## src/hdl/sorted_kmer_count_merge_unit_assert.svh

```systemverilog
// ----------------------------------------------------------------------------
// Assertion macros for the sorted k-mer count merge unit
// Concurrent checks that compile away when SYNTH is defined.
// ----------------------------------------------------------------------------
`ifndef SORTED_KMER_COUNT_MERGE_UNIT_ASSERT_SVH
`define SORTED_KMER_COUNT_MERGE_UNIT_ASSERT_SVH

`ifndef SYNTH

// check prop on every clock edge while reset is released
`define SKCM_ASSERT(lbl, clk, rstn, prop) \
    lbl: assert property (@(posedge clk) disable iff (!rstn) prop) \
        else $error("skcm assertion failed");

// check prop on every clock edge, reset included
`define SKCM_ASSERT_ALWAYS(lbl, clk, prop) \
    lbl: assert property (@(posedge clk) prop) \
        else $error("skcm assertion failed");

`else

`define SKCM_ASSERT(lbl, clk, rstn, prop)
`define SKCM_ASSERT_ALWAYS(lbl, clk, prop)

`endif

`endif

```

## src/hdl/skcm_pkg.sv

```systemverilog
// ----------------------------------------------------------------------------
// skcm_pkg
// Shared widths and the queued record type of the k-mer count merge unit.
// ----------------------------------------------------------------------------
`default_nettype none

package skcm_pkg;

    localparam int SRC_W   = 4;
    localparam int KEY_W   = 64;
    localparam int CNT_W   = 32;
    localparam int CFG_W   = 5;
    localparam int ROW_MAX = 16;
    localparam int DATA_W  = 96;
    localparam int USER_W  = 5;

    typedef struct packed {
        logic [SRC_W-1:0] src;
        logic [KEY_W-1:0] key;
        logic [CNT_W-1:0] cnt;
        logic             ended;
    } rec_t;

endpackage

`default_nettype wire

```

## src/hdl/skcm_front.sv

```systemverilog
// ----------------------------------------------------------------------------
// skcm_front
// Accepts input transactions and queues them in a two-entry queue for the
// merge engine.
// ----------------------------------------------------------------------------
`default_nettype none

module skcm_front (
    input  wire logic                          aclk,
    input  wire logic                          aresetn,
    input  wire logic                          s_valid,
    output logic                               s_ready,
    input  wire skcm_pkg::rec_t                s_rec,
    output logic                               q_valid,
    input  wire logic                          q_ready,
    output skcm_pkg::rec_t                     q_rec
);

    localparam logic [1:0] Q_FULL = 2'd2;

    skcm_pkg::rec_t q_mem_reg [2];
    logic           wr_ptr_reg, wr_ptr_next;
    logic           rd_ptr_reg, rd_ptr_next;
    logic [1:0]     fill_reg, fill_next;
    logic           push;
    logic           pop;

    assign s_ready = (fill_reg != Q_FULL);
    assign push    = s_valid && s_ready;
    assign q_valid = (fill_reg != 2'd0);
    assign pop     = q_valid && q_ready;
    assign q_rec   = q_mem_reg[rd_ptr_reg];

    always_comb begin
        wr_ptr_next = push ? ~wr_ptr_reg : wr_ptr_reg;
        rd_ptr_next = pop ? ~rd_ptr_reg : rd_ptr_reg;
        fill_next   = fill_reg;
        if (push && !pop) begin
            fill_next = fill_reg + 2'd1;
        end else if (pop && !push) begin
            fill_next = fill_reg - 2'd1;
        end
    end

    always_ff @(posedge aclk) begin
        if (push) begin
            q_mem_reg[wr_ptr_reg] <= s_rec;
        end
    end

    always_ff @(posedge aclk) begin
        if (!aresetn) begin
            wr_ptr_reg <= 1'b0;
            rd_ptr_reg <= 1'b0;
            fill_reg   <= 2'd0;
        end else begin
            wr_ptr_reg <= wr_ptr_next;
            rd_ptr_reg <= rd_ptr_next;
            fill_reg   <= fill_next;
        end
    end

endmodule

`default_nettype wire

```

## src/hdl/skcm_back.sv

```systemverilog
// ----------------------------------------------------------------------------
// skcm_back
// Merge engine: holds one head record per source, scans the heads for the
// minimum key and emits one result per source from a registered output.
// ----------------------------------------------------------------------------
`default_nettype none

module skcm_back #(
    parameter int DEPTH = 16
) (
    input  wire logic                          aclk,
    input  wire logic                          aresetn,
    input  wire logic [skcm_pkg::CFG_W-1:0]    src_used,
    input  wire logic                          q_valid,
    output logic                               q_ready,
    input  wire skcm_pkg::rec_t                q_rec,
    output logic                               m_valid,
    input  wire logic                          m_ready,
    output logic [skcm_pkg::KEY_W-1:0]         m_key,
    output logic [skcm_pkg::SRC_W-1:0]         m_col,
    output logic [skcm_pkg::CNT_W-1:0]         m_cnt,
    output logic                               m_last
);

    localparam int IDX_W = (DEPTH > 1) ? $clog2(DEPTH) : 1;

    localparam logic [2:0] FSM_IDLE      = 3'd0;
    localparam logic [2:0] FSM_CHECK     = 3'd1;
    localparam logic [2:0] FSM_SCAN      = 3'd2;
    localparam logic [2:0] FSM_SCAN_LAST = 3'd3;
    localparam logic [2:0] FSM_EMIT      = 3'd4;

    localparam logic [1:0] HS_WAIT = 2'd0;
    localparam logic [1:0] HS_HOLD = 2'd1;
    localparam logic [1:0] HS_END  = 2'd2;

    logic [skcm_pkg::KEY_W-1:0] key_mem [DEPTH];
    logic [skcm_pkg::CNT_W-1:0] cnt_mem [DEPTH];
    logic [skcm_pkg::KEY_W-1:0] rd_key_reg;
    logic [skcm_pkg::CNT_W-1:0] rd_cnt_reg;
    logic [IDX_W-1:0]           rd_addr;
    logic [IDX_W-1:0]           wr_addr;
    logic                       mem_we;

    logic [1:0]                 status_reg [DEPTH];
    logic [1:0]                 status_next [DEPTH];
    logic [2:0]                 state_reg, state_next;
    logic [IDX_W-1:0]           idx_reg, idx_next;
    logic                       cmp_valid_reg, cmp_valid_next;
    logic [IDX_W-1:0]           cmp_idx_reg, cmp_idx_next;
    logic                       min_valid_reg, min_valid_next;
    logic [skcm_pkg::KEY_W-1:0] min_key_reg, min_key_next;

    logic                       m_valid_reg, m_valid_next;
    logic [skcm_pkg::KEY_W-1:0] m_key_reg, m_key_next;
    logic [skcm_pkg::SRC_W-1:0] m_col_reg, m_col_next;
    logic [skcm_pkg::CNT_W-1:0] m_cnt_reg, m_cnt_next;
    logic                       m_last_reg, m_last_next;

    logic                       waiting;
    logic                       holding;
    logic                       last_idx;
    logic                       load;
    logic                       hit;
    logic                       in_range;

    assign q_ready  = (state_reg == FSM_IDLE);
    assign wr_addr  = q_rec.src[IDX_W-1:0];
    assign in_range = ({1'b0, q_rec.src} < src_used);
    assign mem_we   = (state_reg == FSM_IDLE) && q_valid && in_range
                      && (status_reg[wr_addr] == HS_WAIT) && !q_rec.ended;
    assign last_idx = (skcm_pkg::CFG_W'(idx_reg) == (src_used - 5'd1));
    assign load     = !m_valid_reg || m_ready;
    assign hit      = (status_reg[idx_reg] == HS_HOLD) && (rd_key_reg == min_key_reg);

    assign m_valid = m_valid_reg;
    assign m_key   = m_key_reg;
    assign m_col   = m_col_reg;
    assign m_cnt   = m_cnt_reg;
    assign m_last  = m_last_reg;

    always_comb begin
        waiting = 1'b0;
        holding = 1'b0;
        for (int i = 0; i < DEPTH; i++) begin
            if (skcm_pkg::CFG_W'(i) < src_used) begin
                if (status_reg[i] == HS_WAIT) begin
                    waiting = 1'b1;
                end
                if (status_reg[i] == HS_HOLD) begin
                    holding = 1'b1;
                end
            end
        end
    end

    always_comb begin
        status_next    = status_reg;
        state_next     = state_reg;
        idx_next       = idx_reg;
        cmp_valid_next = cmp_valid_reg;
        cmp_idx_next   = cmp_idx_reg;
        min_valid_next = min_valid_reg;
        min_key_next   = min_key_reg;
        m_valid_next   = m_valid_reg;
        m_key_next     = m_key_reg;
        m_col_next     = m_col_reg;
        m_cnt_next     = m_cnt_reg;
        m_last_next    = m_last_reg;
        rd_addr        = idx_reg;

        if (m_valid_reg && m_ready) begin
            m_valid_next = 1'b0;
        end

        if (cmp_valid_reg && (status_reg[cmp_idx_reg] == HS_HOLD)
            && (!min_valid_reg || (rd_key_reg < min_key_reg))) begin
            min_valid_next = 1'b1;
            min_key_next   = rd_key_reg;
        end

        unique case (state_reg)
            FSM_IDLE: begin
                if (q_valid) begin
                    if (in_range && (status_reg[wr_addr] == HS_WAIT)) begin
                        status_next[wr_addr] = q_rec.ended ? HS_END : HS_HOLD;
                    end
                    state_next = FSM_CHECK;
                end
            end
            FSM_CHECK: begin
                if (!waiting && holding) begin
                    state_next     = FSM_SCAN;
                    idx_next       = '0;
                    min_valid_next = 1'b0;
                end else begin
                    state_next = FSM_IDLE;
                end
            end
            FSM_SCAN: begin
                rd_addr        = idx_reg;
                cmp_valid_next = 1'b1;
                cmp_idx_next   = idx_reg;
                if (last_idx) begin
                    state_next = FSM_SCAN_LAST;
                    idx_next   = '0;
                end else begin
                    idx_next = idx_reg + IDX_W'(1);
                end
            end
            FSM_SCAN_LAST: begin
                rd_addr        = '0;
                cmp_valid_next = 1'b0;
                state_next     = FSM_EMIT;
            end
            FSM_EMIT: begin
                if (load) begin
                    m_valid_next = 1'b1;
                    m_key_next   = min_key_reg;
                    m_col_next   = skcm_pkg::SRC_W'(idx_reg);
                    m_cnt_next   = hit ? rd_cnt_reg : '0;
                    m_last_next  = last_idx;
                    if (hit) begin
                        status_next[idx_reg] = HS_WAIT;
                    end
                    if (last_idx) begin
                        state_next = FSM_IDLE;
                        idx_next   = '0;
                    end else begin
                        idx_next = idx_reg + IDX_W'(1);
                        rd_addr  = idx_reg + IDX_W'(1);
                    end
                end
            end
            default: begin
                state_next = FSM_IDLE;
            end
        endcase
    end

    always_ff @(posedge aclk) begin
        if (mem_we) begin
            key_mem[wr_addr] <= q_rec.key;
            cnt_mem[wr_addr] <= q_rec.cnt;
        end
        rd_key_reg <= key_mem[rd_addr];
        rd_cnt_reg <= cnt_mem[rd_addr];
    end

    always_ff @(posedge aclk) begin
        cmp_idx_reg <= cmp_idx_next;
        min_key_reg <= min_key_next;
        m_key_reg   <= m_key_next;
        m_col_reg   <= m_col_next;
        m_cnt_reg   <= m_cnt_next;
        m_last_reg  <= m_last_next;
    end

    always_ff @(posedge aclk) begin
        if (!aresetn) begin
            state_reg     <= FSM_IDLE;
            idx_reg       <= '0;
            cmp_valid_reg <= 1'b0;
            min_valid_reg <= 1'b0;
            m_valid_reg   <= 1'b0;
            for (int i = 0; i < DEPTH; i++) begin
                status_reg[i] <= HS_WAIT;
            end
        end else begin
            state_reg     <= state_next;
            idx_reg       <= idx_next;
            cmp_valid_reg <= cmp_valid_next;
            min_valid_reg <= min_valid_next;
            m_valid_reg   <= m_valid_next;
            status_reg    <= status_next;
        end
    end

endmodule

`default_nettype wire

```

## src/hdl/sorted_kmer_count_merge_unit.sv

```systemverilog
// An input that completes a row starts the merge engine on a row of n sources, n being the
// number of sources in use: a head scan through one memory read port, then one result per
// cycle while the output is not stalled. The engine takes one input at a time and takes no
// new input while it checks, scans or emits.
// A two-entry queue lets the input side accept while the engine scans or emits.
// Reset: synchronous, active-low aresetn; all sources wait for a record, sources_in_use = 16.
// ----------------------------------------------------------------------------
// sorted_kmer_count_merge_unit
// Merges sorted (k-mer key, count) streams of several sources into count rows.
// ----------------------------------------------------------------------------
`default_nettype none

`include "sorted_kmer_count_merge_unit_assert.svh"

module sorted_kmer_count_merge_unit #(
    parameter int NUM_SOURCES = 16
) (
    input  wire logic                           aclk,
    input  wire logic                           aresetn,
    input  wire logic                           cfg_wr_en,
    input  wire logic [skcm_pkg::CFG_W-1:0]     cfg_wr_data,
    input  wire logic                           s_axis_tvalid,
    output logic                                s_axis_tready,
    // kmer_key [63:0], kmer_count [95:64]
    input  wire logic [skcm_pkg::DATA_W-1:0]    s_axis_tdata,
    // source [3:0], source_ended [4]
    input  wire logic [skcm_pkg::USER_W-1:0]    s_axis_tuser,
    output logic                                m_axis_tvalid,
    input  wire logic                           m_axis_tready,
    // row_key [63:0], column_count [95:64]
    output logic [skcm_pkg::DATA_W-1:0]         m_axis_tdata,
    // column [3:0]
    output logic [skcm_pkg::SRC_W-1:0]          m_axis_tuser,
    output logic                                m_axis_tlast
);

    localparam int DEPTH = (NUM_SOURCES < skcm_pkg::ROW_MAX) ? NUM_SOURCES
                                                             : skcm_pkg::ROW_MAX;
    localparam logic [skcm_pkg::CFG_W-1:0] CFG_RESET = 5'd16;

    logic [skcm_pkg::CFG_W-1:0] sources_in_use_reg;
    logic [skcm_pkg::CFG_W-1:0] src_used;
    skcm_pkg::rec_t             s_rec;
    skcm_pkg::rec_t             q_rec;
    logic                       q_valid;
    logic                       q_ready;
    logic [skcm_pkg::KEY_W-1:0] m_key;
    logic [skcm_pkg::CNT_W-1:0] m_cnt;
    logic                       col_fire;
    logic [skcm_pkg::SRC_W-1:0] col_succ;
    logic                       out_stall;

    always_ff @(posedge aclk) begin
        if (!aresetn) begin
            sources_in_use_reg <= CFG_RESET;
        end else if (cfg_wr_en) begin
            sources_in_use_reg <= cfg_wr_data;
        end
    end

    always_comb begin
        priority if (sources_in_use_reg == '0) begin
            src_used = skcm_pkg::CFG_W'(1);
        end else if (sources_in_use_reg > skcm_pkg::CFG_W'(DEPTH)) begin
            src_used = skcm_pkg::CFG_W'(DEPTH);
        end else begin
            src_used = sources_in_use_reg;
        end
    end

    assign s_rec.src   = s_axis_tuser[3:0];
    assign s_rec.ended = s_axis_tuser[4];
    assign s_rec.key   = s_axis_tdata[63:0];
    assign s_rec.cnt   = s_axis_tdata[95:64];

    skcm_front u_front (
        .aclk     (aclk),
        .aresetn  (aresetn),
        .s_valid  (s_axis_tvalid),
        .s_ready  (s_axis_tready),
        .s_rec    (s_rec),
        .q_valid  (q_valid),
        .q_ready  (q_ready),
        .q_rec    (q_rec)
    );

    skcm_back #(
        .DEPTH (DEPTH)
    ) u_back (
        .aclk     (aclk),
        .aresetn  (aresetn),
        .src_used (src_used),
        .q_valid  (q_valid),
        .q_ready  (q_ready),
        .q_rec    (q_rec),
        .m_valid  (m_axis_tvalid),
        .m_ready  (m_axis_tready),
        .m_key    (m_key),
        .m_col    (m_axis_tuser),
        .m_cnt    (m_cnt),
        .m_last   (m_axis_tlast)
    );

    assign m_axis_tdata = {m_cnt, m_key};

    assign col_fire  = m_axis_tvalid && m_axis_tready && !m_axis_tlast;
    assign col_succ  = m_axis_tuser + 4'd1;
    assign out_stall = m_axis_tvalid && !m_axis_tready;

    `SKCM_ASSERT_ALWAYS(a_reset_clears_out, aclk, !aresetn |=> !m_axis_tvalid)
    `SKCM_ASSERT(a_out_hold, aclk, aresetn, out_stall |=> m_axis_tvalid && $stable(m_axis_tdata))
    `SKCM_ASSERT(a_col_step, aclk, aresetn, $past(col_fire) |-> m_axis_tuser == $past(col_succ))

endmodule

`default_nettype wire
```

## config.mk

```make
export PLATFORM = sky130hd
export DESIGN_NAME = sorted_kmer_count_merge_unit
export DESIGN_NICKNAME = d
export VERILOG_FILES = /design/src/hdl/skcm_pkg.sv /design/src/hdl/skcm_front.sv /design/src/hdl/skcm_back.sv /design/src/hdl/sorted_kmer_count_merge_unit.sv
export VERILOG_INCLUDE_DIRS = /design/src /design/src/hdl
export SDC_FILE = /design/constraint.sdc
export NUM_CORES = 2
export LEC_CHECK = 0
export BUFFER_PORTS_ARGS = -buffer_cell sky130_fd_sc_hd__buf_2
export CORE_MARGIN = 2
export CORE_UTILIZATION = 64
export CTS_BUF_LIST = sky130_fd_sc_hd__clkbuf_2 sky130_fd_sc_hd__clkbuf_4 sky130_fd_sc_hd__clkbuf_8
export DETAILED_ROUTE_END_ITERATION = 10
export PLACE_DENSITY_LB_ADDON = 0.12
export SLEW_MARGIN = 20
export SYNTH_ARGS = -nofsm -noshare
export SYNTH_HDL_FRONTEND = slang
export SYNTH_HIERARCHICAL = 1
export SYNTH_SLANG_ARGS = --single-unit
```

## constraint.sdc

```tcl
create_clock -name aclk -period 9.72 [get_ports aclk]
set_input_delay 1.944 -clock aclk [delete_from_list [all_inputs] [get_ports aclk]]
set_output_delay 1.944 -clock aclk [all_outputs]
set_load 0.05 [all_outputs]
```

Word level (Yosys, flattened, before mapping)

Memories as Yosys holds them, arrays and structs flattened. A register that Yosys moved wholly into a read port is not among the register bits.
Index checks and enable logic that the tools add are counted.

Multiply operators: 0
Bitwise gates (word level): 7
Order comparisons: 24
Multiplexer cells: 114
Reduce and logical (&&, ||, !) cells: 51
$add $sub $neg: 4
Shifts and indexed selects: 0
Divide/modulo/power cells: 0
Equal/unequal tests: 32

Operator list:

| cell                 | count |
|---|---|
| $mux W32             | 4 |
| $mux W1              | 76 |
| $eq A64 B64 Y1       | 1 |
| $lt A64 B64 Y1       | 1 |
| $pmux W32 S2         | 1 |
| $lt A4 B5 Y1 const A | 8 |
| $eq A2 B1 Y1 const B | 18 |
| $logic_not A2 Y1     | 17 |
| $and A32 B32 Y32     | 1 |
| $bwmux W32           | 1 |
| $not A32 Y32         | 1 |
| $bmux W2 S4          | 3 |
| $mux W2              | 12 |
| $lt A3 B5 Y1 const A | 4 |
| $mux W4              | 5 |
| $demux W2 S4         | 2 |
| $ge A5 B5 Y1 const B | 3 |
| $logic_and A1 B1 Y1  | 15 |
| $not A4 Y5           | 3 |
| $pmux W3 S5          | 1 |
| $ne A2 B1 Y1 const B | 7 |
| $mux W3              | 4 |
| $pmux W4 S3          | 1 |
| $lt A1 B5 Y1 const A | 2 |
| 27 further kinds     | 41 |

Memory bits (writable): 1,738
Bits in latches: 0
Flip-flop bits (word level): 220
ROM bits: 0
Memories kept: 3
Output and inout bits: 103

Memories:

| memory            | depth | width | rd ports | clocked after memory_dff | write ports | RTL line         | text |
|---|---|---|---|---|---|---|---|
| u_back.key_mem    | 16    | 64    | 1        | 1                        | 1           | skcm_back.sv:37  | `logic [skcm_pkg::KEY_W-1:0] key_mem [DEPTH];` |
| u_back.cnt_mem    | 16    | 32    | 1        | 1                        | 1           | skcm_back.sv:38  | `logic [skcm_pkg::CNT_W-1:0] cnt_mem [DEPTH];` |
| u_front.q_mem_reg | 2     | 101   | 1        | 1                        | 1           | skcm_front.sv:21 | `skcm_pkg::rec_t q_mem_reg [2];` |

Longest topological paths before layout

Depth in word-level cells: 39
Gate-level depth with buffers: 19

By module

The synthesis kept the hierarchy.

Modules (own cells, without submodules):

| module                       | cells each | area an instance (µm²) | instances |
|---|---|---|---|
| skcm_back                    | 4,246      | 70,876.7               | 1 |
| skcm_front                   | 338        | 7,559.8                | 1 |
| sorted_kmer_count_merge_unit | 23         | 221.5                  | 1 |

Worst setup path before layout

No wires, ideal clock.

Path kind: register -> register
Start point: register u_back/min_key_reg[57] (netlist bit)
End point: register u_back/min_key_reg[0] (netlist bit), enable pin
Cell stages (with the launch flop): 11
Data required time: 9,119 ps
Setup time: 601 ps
Period minus slack after synthesis: 7,395 ps
Slack: 2,325 ps
Buffers on the path: 0
Data arrival time: 6,794 ps
Cells stage by stage: edfxtp_1 > inv_1 > ha_1 > a21o_1 > a21o_1 > a21oi_1 > nor2_1 > a2111oi_0 > o21bai_1 > o31a_1 > a311oi_1

Longest elaborated chain between the ends: 3

Ends and longest elaborated chain:

| element                | RTL line         | text |
|---|---|---|
| start, declared        | skcm_back.sv:52  | `logic [skcm_pkg::KEY_W-1:0] min_key_reg, min_key_next;` |
| start signal, assigned | skcm_back.sv:192 | `min_key_reg <= min_key_next;` |
| $lt A64 B64 Y1         | skcm_back.sv:117 | `&& (!min_valid_reg \|\| (rd_key_reg < min_key_reg))) begin` |
| $logic_or A1 B1 Y1     | skcm_back.sv:117 |  |
| $logic_and A1 B1 Y1    | skcm_back.sv:117 |  |

Every way passes these cells.
A chain may end at the register's enable or synchronous reset.

Worst setup path after layout

Start point: register sources_in_use_reg[4] (netlist bit)
End point: register u_back/rd_key_reg[1] (netlist bit) (read register of u_back.key_mem)

Longest elaborated chain between the ends: 8
Elaborated cells between the ends (all ways): 9

Ends and longest elaborated chain:

| element                | RTL line                           | text |
|---|---|---|
| start, declared        | sorted_kmer_count_merge_unit.sv:41 | `logic [skcm_pkg::CFG_W-1:0] sources_in_use_reg;` |
| start signal, assigned | sorted_kmer_count_merge_unit.sv:57 | `sources_in_use_reg <= cfg_wr_data;` |
| $gt A5 B5 Y1           | sorted_kmer_count_merge_unit.sv:64 | `end else if (sources_in_use_reg > skcm_pkg::CFG_W'(DEPTH)) begin` |
| $mux W5                | sorted_kmer_count_merge_unit.sv:64 |  |
| $mux W5 *              | sorted_kmer_count_merge_unit.sv:62 | `priority if (sources_in_use_reg == '0) begin` |
| net src_used, one bit  | sorted_kmer_count_merge_unit.sv:42 | `logic [skcm_pkg::CFG_W-1:0] src_used;` |
| $sub A5 B1 Y5 *        | skcm_back.sv:72                    | `assign last_idx = (skcm_pkg::CFG_W'(idx_reg) == (src_used - 5'd1));` |
| $eq A4 B5 Y1 *         | skcm_back.sv:72                    |  |
| net u_back.last_idx    | skcm_back.sv:62                    | `logic last_idx;` |
| $mux W4 *              | skcm_back.sv:166                   | `if (last_idx) begin` |
| $mux W4 *              | skcm_back.sv:157                   | `if (load) begin` |
| $pmux W4 S2 *          | skcm_back.sv:122                   | `unique case (state_reg)` |
| end, declared          | skcm_back.sv:39                    | `logic [skcm_pkg::KEY_W-1:0] rd_key_reg;` |

The timed path passes the listed nets; every way through them passes the cells marked *.

==> impl_metrics.py <==
metrics = {
    "clocking": {
        "cts_tree": "built",
        "post_cts_buffers": 0,
        "cts-root-buf": "clkbuf_8",
        "cts.repair.resized": 0,
        "cts_hold_buffers": 0,
        "cts.path.max_buffers": 4,
        "cts.sinks": 2055,
        "path_clk_slew_ns": 0.06,
        "clk_latency_ns": 1.02,
        "cts-buffers-inserted": 332,
        "cts.htree.levels": 5,
    },
    "sta": {
        "drv_slew": 0,
        "setup_viol": 0,
        "slew_headroom_pct": 22.0,
        "skew_ns": 0.0655,
        "worst_pin_slew_ns": 1.16,
        "rsz0062_at_grt": "false",
        "fin_hold_ws_ns": 0.430,
        "setup_tns_ns": 0,
        "hold_viol": 0,
        "max_freq_ghz": 0.145,
        "period_minus_slack_ns": 6.88,
        "post-route-period-util_pct": 70.8,
    },
    "setup_path": {
        "path_buf_inv": 5,
        "endpoint_kind": "register",
        "required_ns": 10.60,
        "cp_data_arrival_time_ns": 7.76,
        "max_stage_delay_ns": 0.93,
        "cp-start-kind": "register",
        "crit_type": "reg2reg",
        "cp_top_family": "buffers and inverters",
        "critPathMostFrequentCell": "buf_4",
        "cpMaxStageDelayCell": "nor2b_1",
        "path_cells": "nor2b_1 -> inv_1 -> ha_1 -> nand2b_1 -> a21o_1 -> a211oi_4 -> inv_1 -> ha_1 -> o21ai_4 -> buf_4 -> buf_4 -> buf_4 -> nand2_1 -> nand3_1 -> a21oi_1 -> a311oi_1",
        "critical_path.max_fanout": 76,
    },
    "synthesis": {
        "synth_edf_count": 1907,
        "synth_ff_type": "edfxtp_1",
        "yosysWarnings": 6,
        "syn-num-nets": 4793,
        "syn_inst": 4607,
        "syn_area_mm2": 0.0787,
        "async_flop_share_pct": 0,
        "syn_area_per_cell_um2": 17.1,
        "ys_types": 78,
        "ys_seq_area_share_pct": 76.6,
        "ys_ff_latch": 2055,
    },
    "detailed_routing": {
        "post_drt_wl_per_cell_um": 26.8,
        "drc": 0,
        "wl_um": 183000,
        "ant_nets": 0,
        "vias_per_cell": 6.30,
        "vias": 43100,
        "dr.pass1.iters": 6,
        "drt_iter0_markers": 4674,
    },
    "power": {
        "ir_worst_vdd_mv": 0.166,
        "leakage_nw": 29.7,
        "powerDensity_mw_per_mm2": 220,
    },
    "floorplanning": {
        "die_height_um": 355,
        "start_util_pct": 64.5,
        "die_area_mm2": 0.126,
        "rows": 128,
        "boundaryPins": 214,
        "die_w_um": 355,
        "core_area_mm2": 0.122,
    },
    "hold_path": {
        "worstHoldPathType": "reg2reg",
    },
    "layout": {
        "final_nets": 5154,
        "areaGrowthSynthToFinish_pct": 11.8,
        "stdcell_area_mm2": 0.0879,
        "seq_area_mm2": 0.0602,
        "multi_input_area_mm2": 0.0171,
        "drive_gt1_share_pct": 22.4,
        "fillers": 7509,
        "largest_register_ffs": 1024,
    },
    "place": {
        "place_congestion": 0.895,
        "dp_hpwl_um": 87000,
        "portBuffers": 213,
        "dpl-instance-area_mm2": 0.0814,
    },
    "grt": {
        "grt_remaining_overflow": 0,
        "antenna_found_initial": 6,
        "grt_max_degree": 128,
        "grt_pass1_vias": 43300,
        "grt_usage_pct": 29.4,
        "grt_pass1_wl_um": 270000,
    },
    "flow_run": {
        "cap_violations": 0,
    },
    "run_status": {
        "status": "finished clean",
    },
}
-- logic make-up (layout without fill, tap and decap cells) --
kind of cell	after synthesis	in the layout	synth area share (%)
buffers and inverters	327	936	2.02
other	0	3	0
multiplexers	409	409	8.58
XOR/XNOR	8	8	0.0891
AO/OA/AOI/OAI	503	503	4.78
adder cells (fa/ha/maj)	76	76	1.21
AND/OR/NAND/NOR	1229	1229	6.76
flip-flops	2055	2055	76.6
-- layout make-up --
class | instances | share of cell area [%]
clock inverters | 82 | 0.514
multi-input cells | 2225 | 19.4
inverters | 81 | 0.357
flip-flops and latches | 2055 | 68.5
diodes | 3 | 0.00854
clock buffers | 500 | 6.91
well taps | 1625 | 2.31
repair buffers | 273 | 2.01
-- path summary, 6_finish.rpt --
path              cells after the start                            to  slack, ns                               start
setup reg to reg                     16  u_back/rd_key_reg[1]$_DFF_P_       2.84  sources_in_use_reg[4]$_SDFFE_PN1P_
hold reg to reg                       0    u_back/m_key[49]$_DFFE_PP_       0.43    u_back/min_key_reg[49]$_DFFE_PP_
setup / recovery                     16  u_back/rd_key_reg[1]$_DFF_P_       2.84  sources_in_use_reg[4]$_SDFFE_PN1P_
hold / removal                        0    u_back/m_key[49]$_DFFE_PP_       0.43    u_back/min_key_reg[49]$_DFFE_PP_
-- per-stage QoR --
step | cells | power [mW] | util (%) | worst slack [ns]
after floorplan | 4607 | 11.7 | - | 2.33
after global placement | 6257 | 12.2 | 66.8 | 3.16
after detailed placement | 6258 | 12.2 | 66.8 | 2.86
after CTS | 6840 | 19.4 | 72.1 | 2.81
after global routing | 6843 | 20.0 | 72.2 | 2.57
final | 6844 | 19.3 | 72.2 | 2.84
-- cell usage after synthesis (4+ instances only) --
library cell / n / share of area (%)
a32o_1: 95 / 1.2
and3_1: 4 / 0.032
buf_2: 74 / 0.47
buf_4: 16 / 0.15
or2_2: 4 / 0.032
a211oi_1: 8 / 0.076
o311ai_0: 4 / 0.045
nor2b_1: 40 / 0.32
mux2i_1: 103 / 1.3
nand2_1: 802 / 3.8
inv_1: 81 / 0.39
a311oi_1: 93 / 1.0
ha_1: 75 / 1.2
nor3b_1: 6 / 0.057
nor3_1: 6 / 0.038
a31oi_1: 18 / 0.14
o211ai_1: 35 / 0.33
o21a_1: 8 / 0.076
a21oi_1: 117 / 0.74
dfxtp_1: 148 / 3.8
or3_1: 4 / 0.032
buf_6: 28 / 0.40
nand4_1: 22 / 0.17
a21o_1: 28 / 0.27
edfxtp_1: 1907 / 73
xnor2_1: 5 / 0.056
clkbuf_1: 126 / 0.60
o22ai_1: 5 / 0.040
mux4_2: 201 / 5.8
a21boi_0: 4 / 0.038
mux2_2: 104 / 1.5
nand3_1: 213 / 1.4
nand2b_1: 8 / 0.064
o21ai_0: 51 / 0.32
and2_1: 39 / 0.31
nor2_1: 61 / 0.29
-- cell usage in the layout (no fill, tap or decap), drive strengths merged, types with 35 or more instances in the layout --
master and instances:
a311oi 96, and2 39, ha 75, o211ai 35, nor2b 40, dfxtp 148, mux4 201, nand3 213
mux2i 104, clkinv 72, nand2 803, a32o 95, inv 83, buf 273, o21ai 54, edfxtp 1907
clkbuf 500, a21oi 117, mux2 104, nor2 62
-- power by group --
part / internal [mW] / switching, mW / total (mW)
clock: 4.05 / 3.20 / 7.25
combinational: 0.325 / 1.06 / 1.39
sequential: 10.6 / 0.102 / 10.7
-- per-layer routing --
layer / up-vias / GRT usage [%] / wire, µm
li1: 18600 / - / -
met1: 21800 / 39.5 / 69500
met2: 2310 / 47.8 / 89700
met3: 372 / 6.57 / 18100
met4: 4 / 10.8 / 5990
met5: - / 0 / 14
Note: power is estimated with default switching activity, not from simulation.
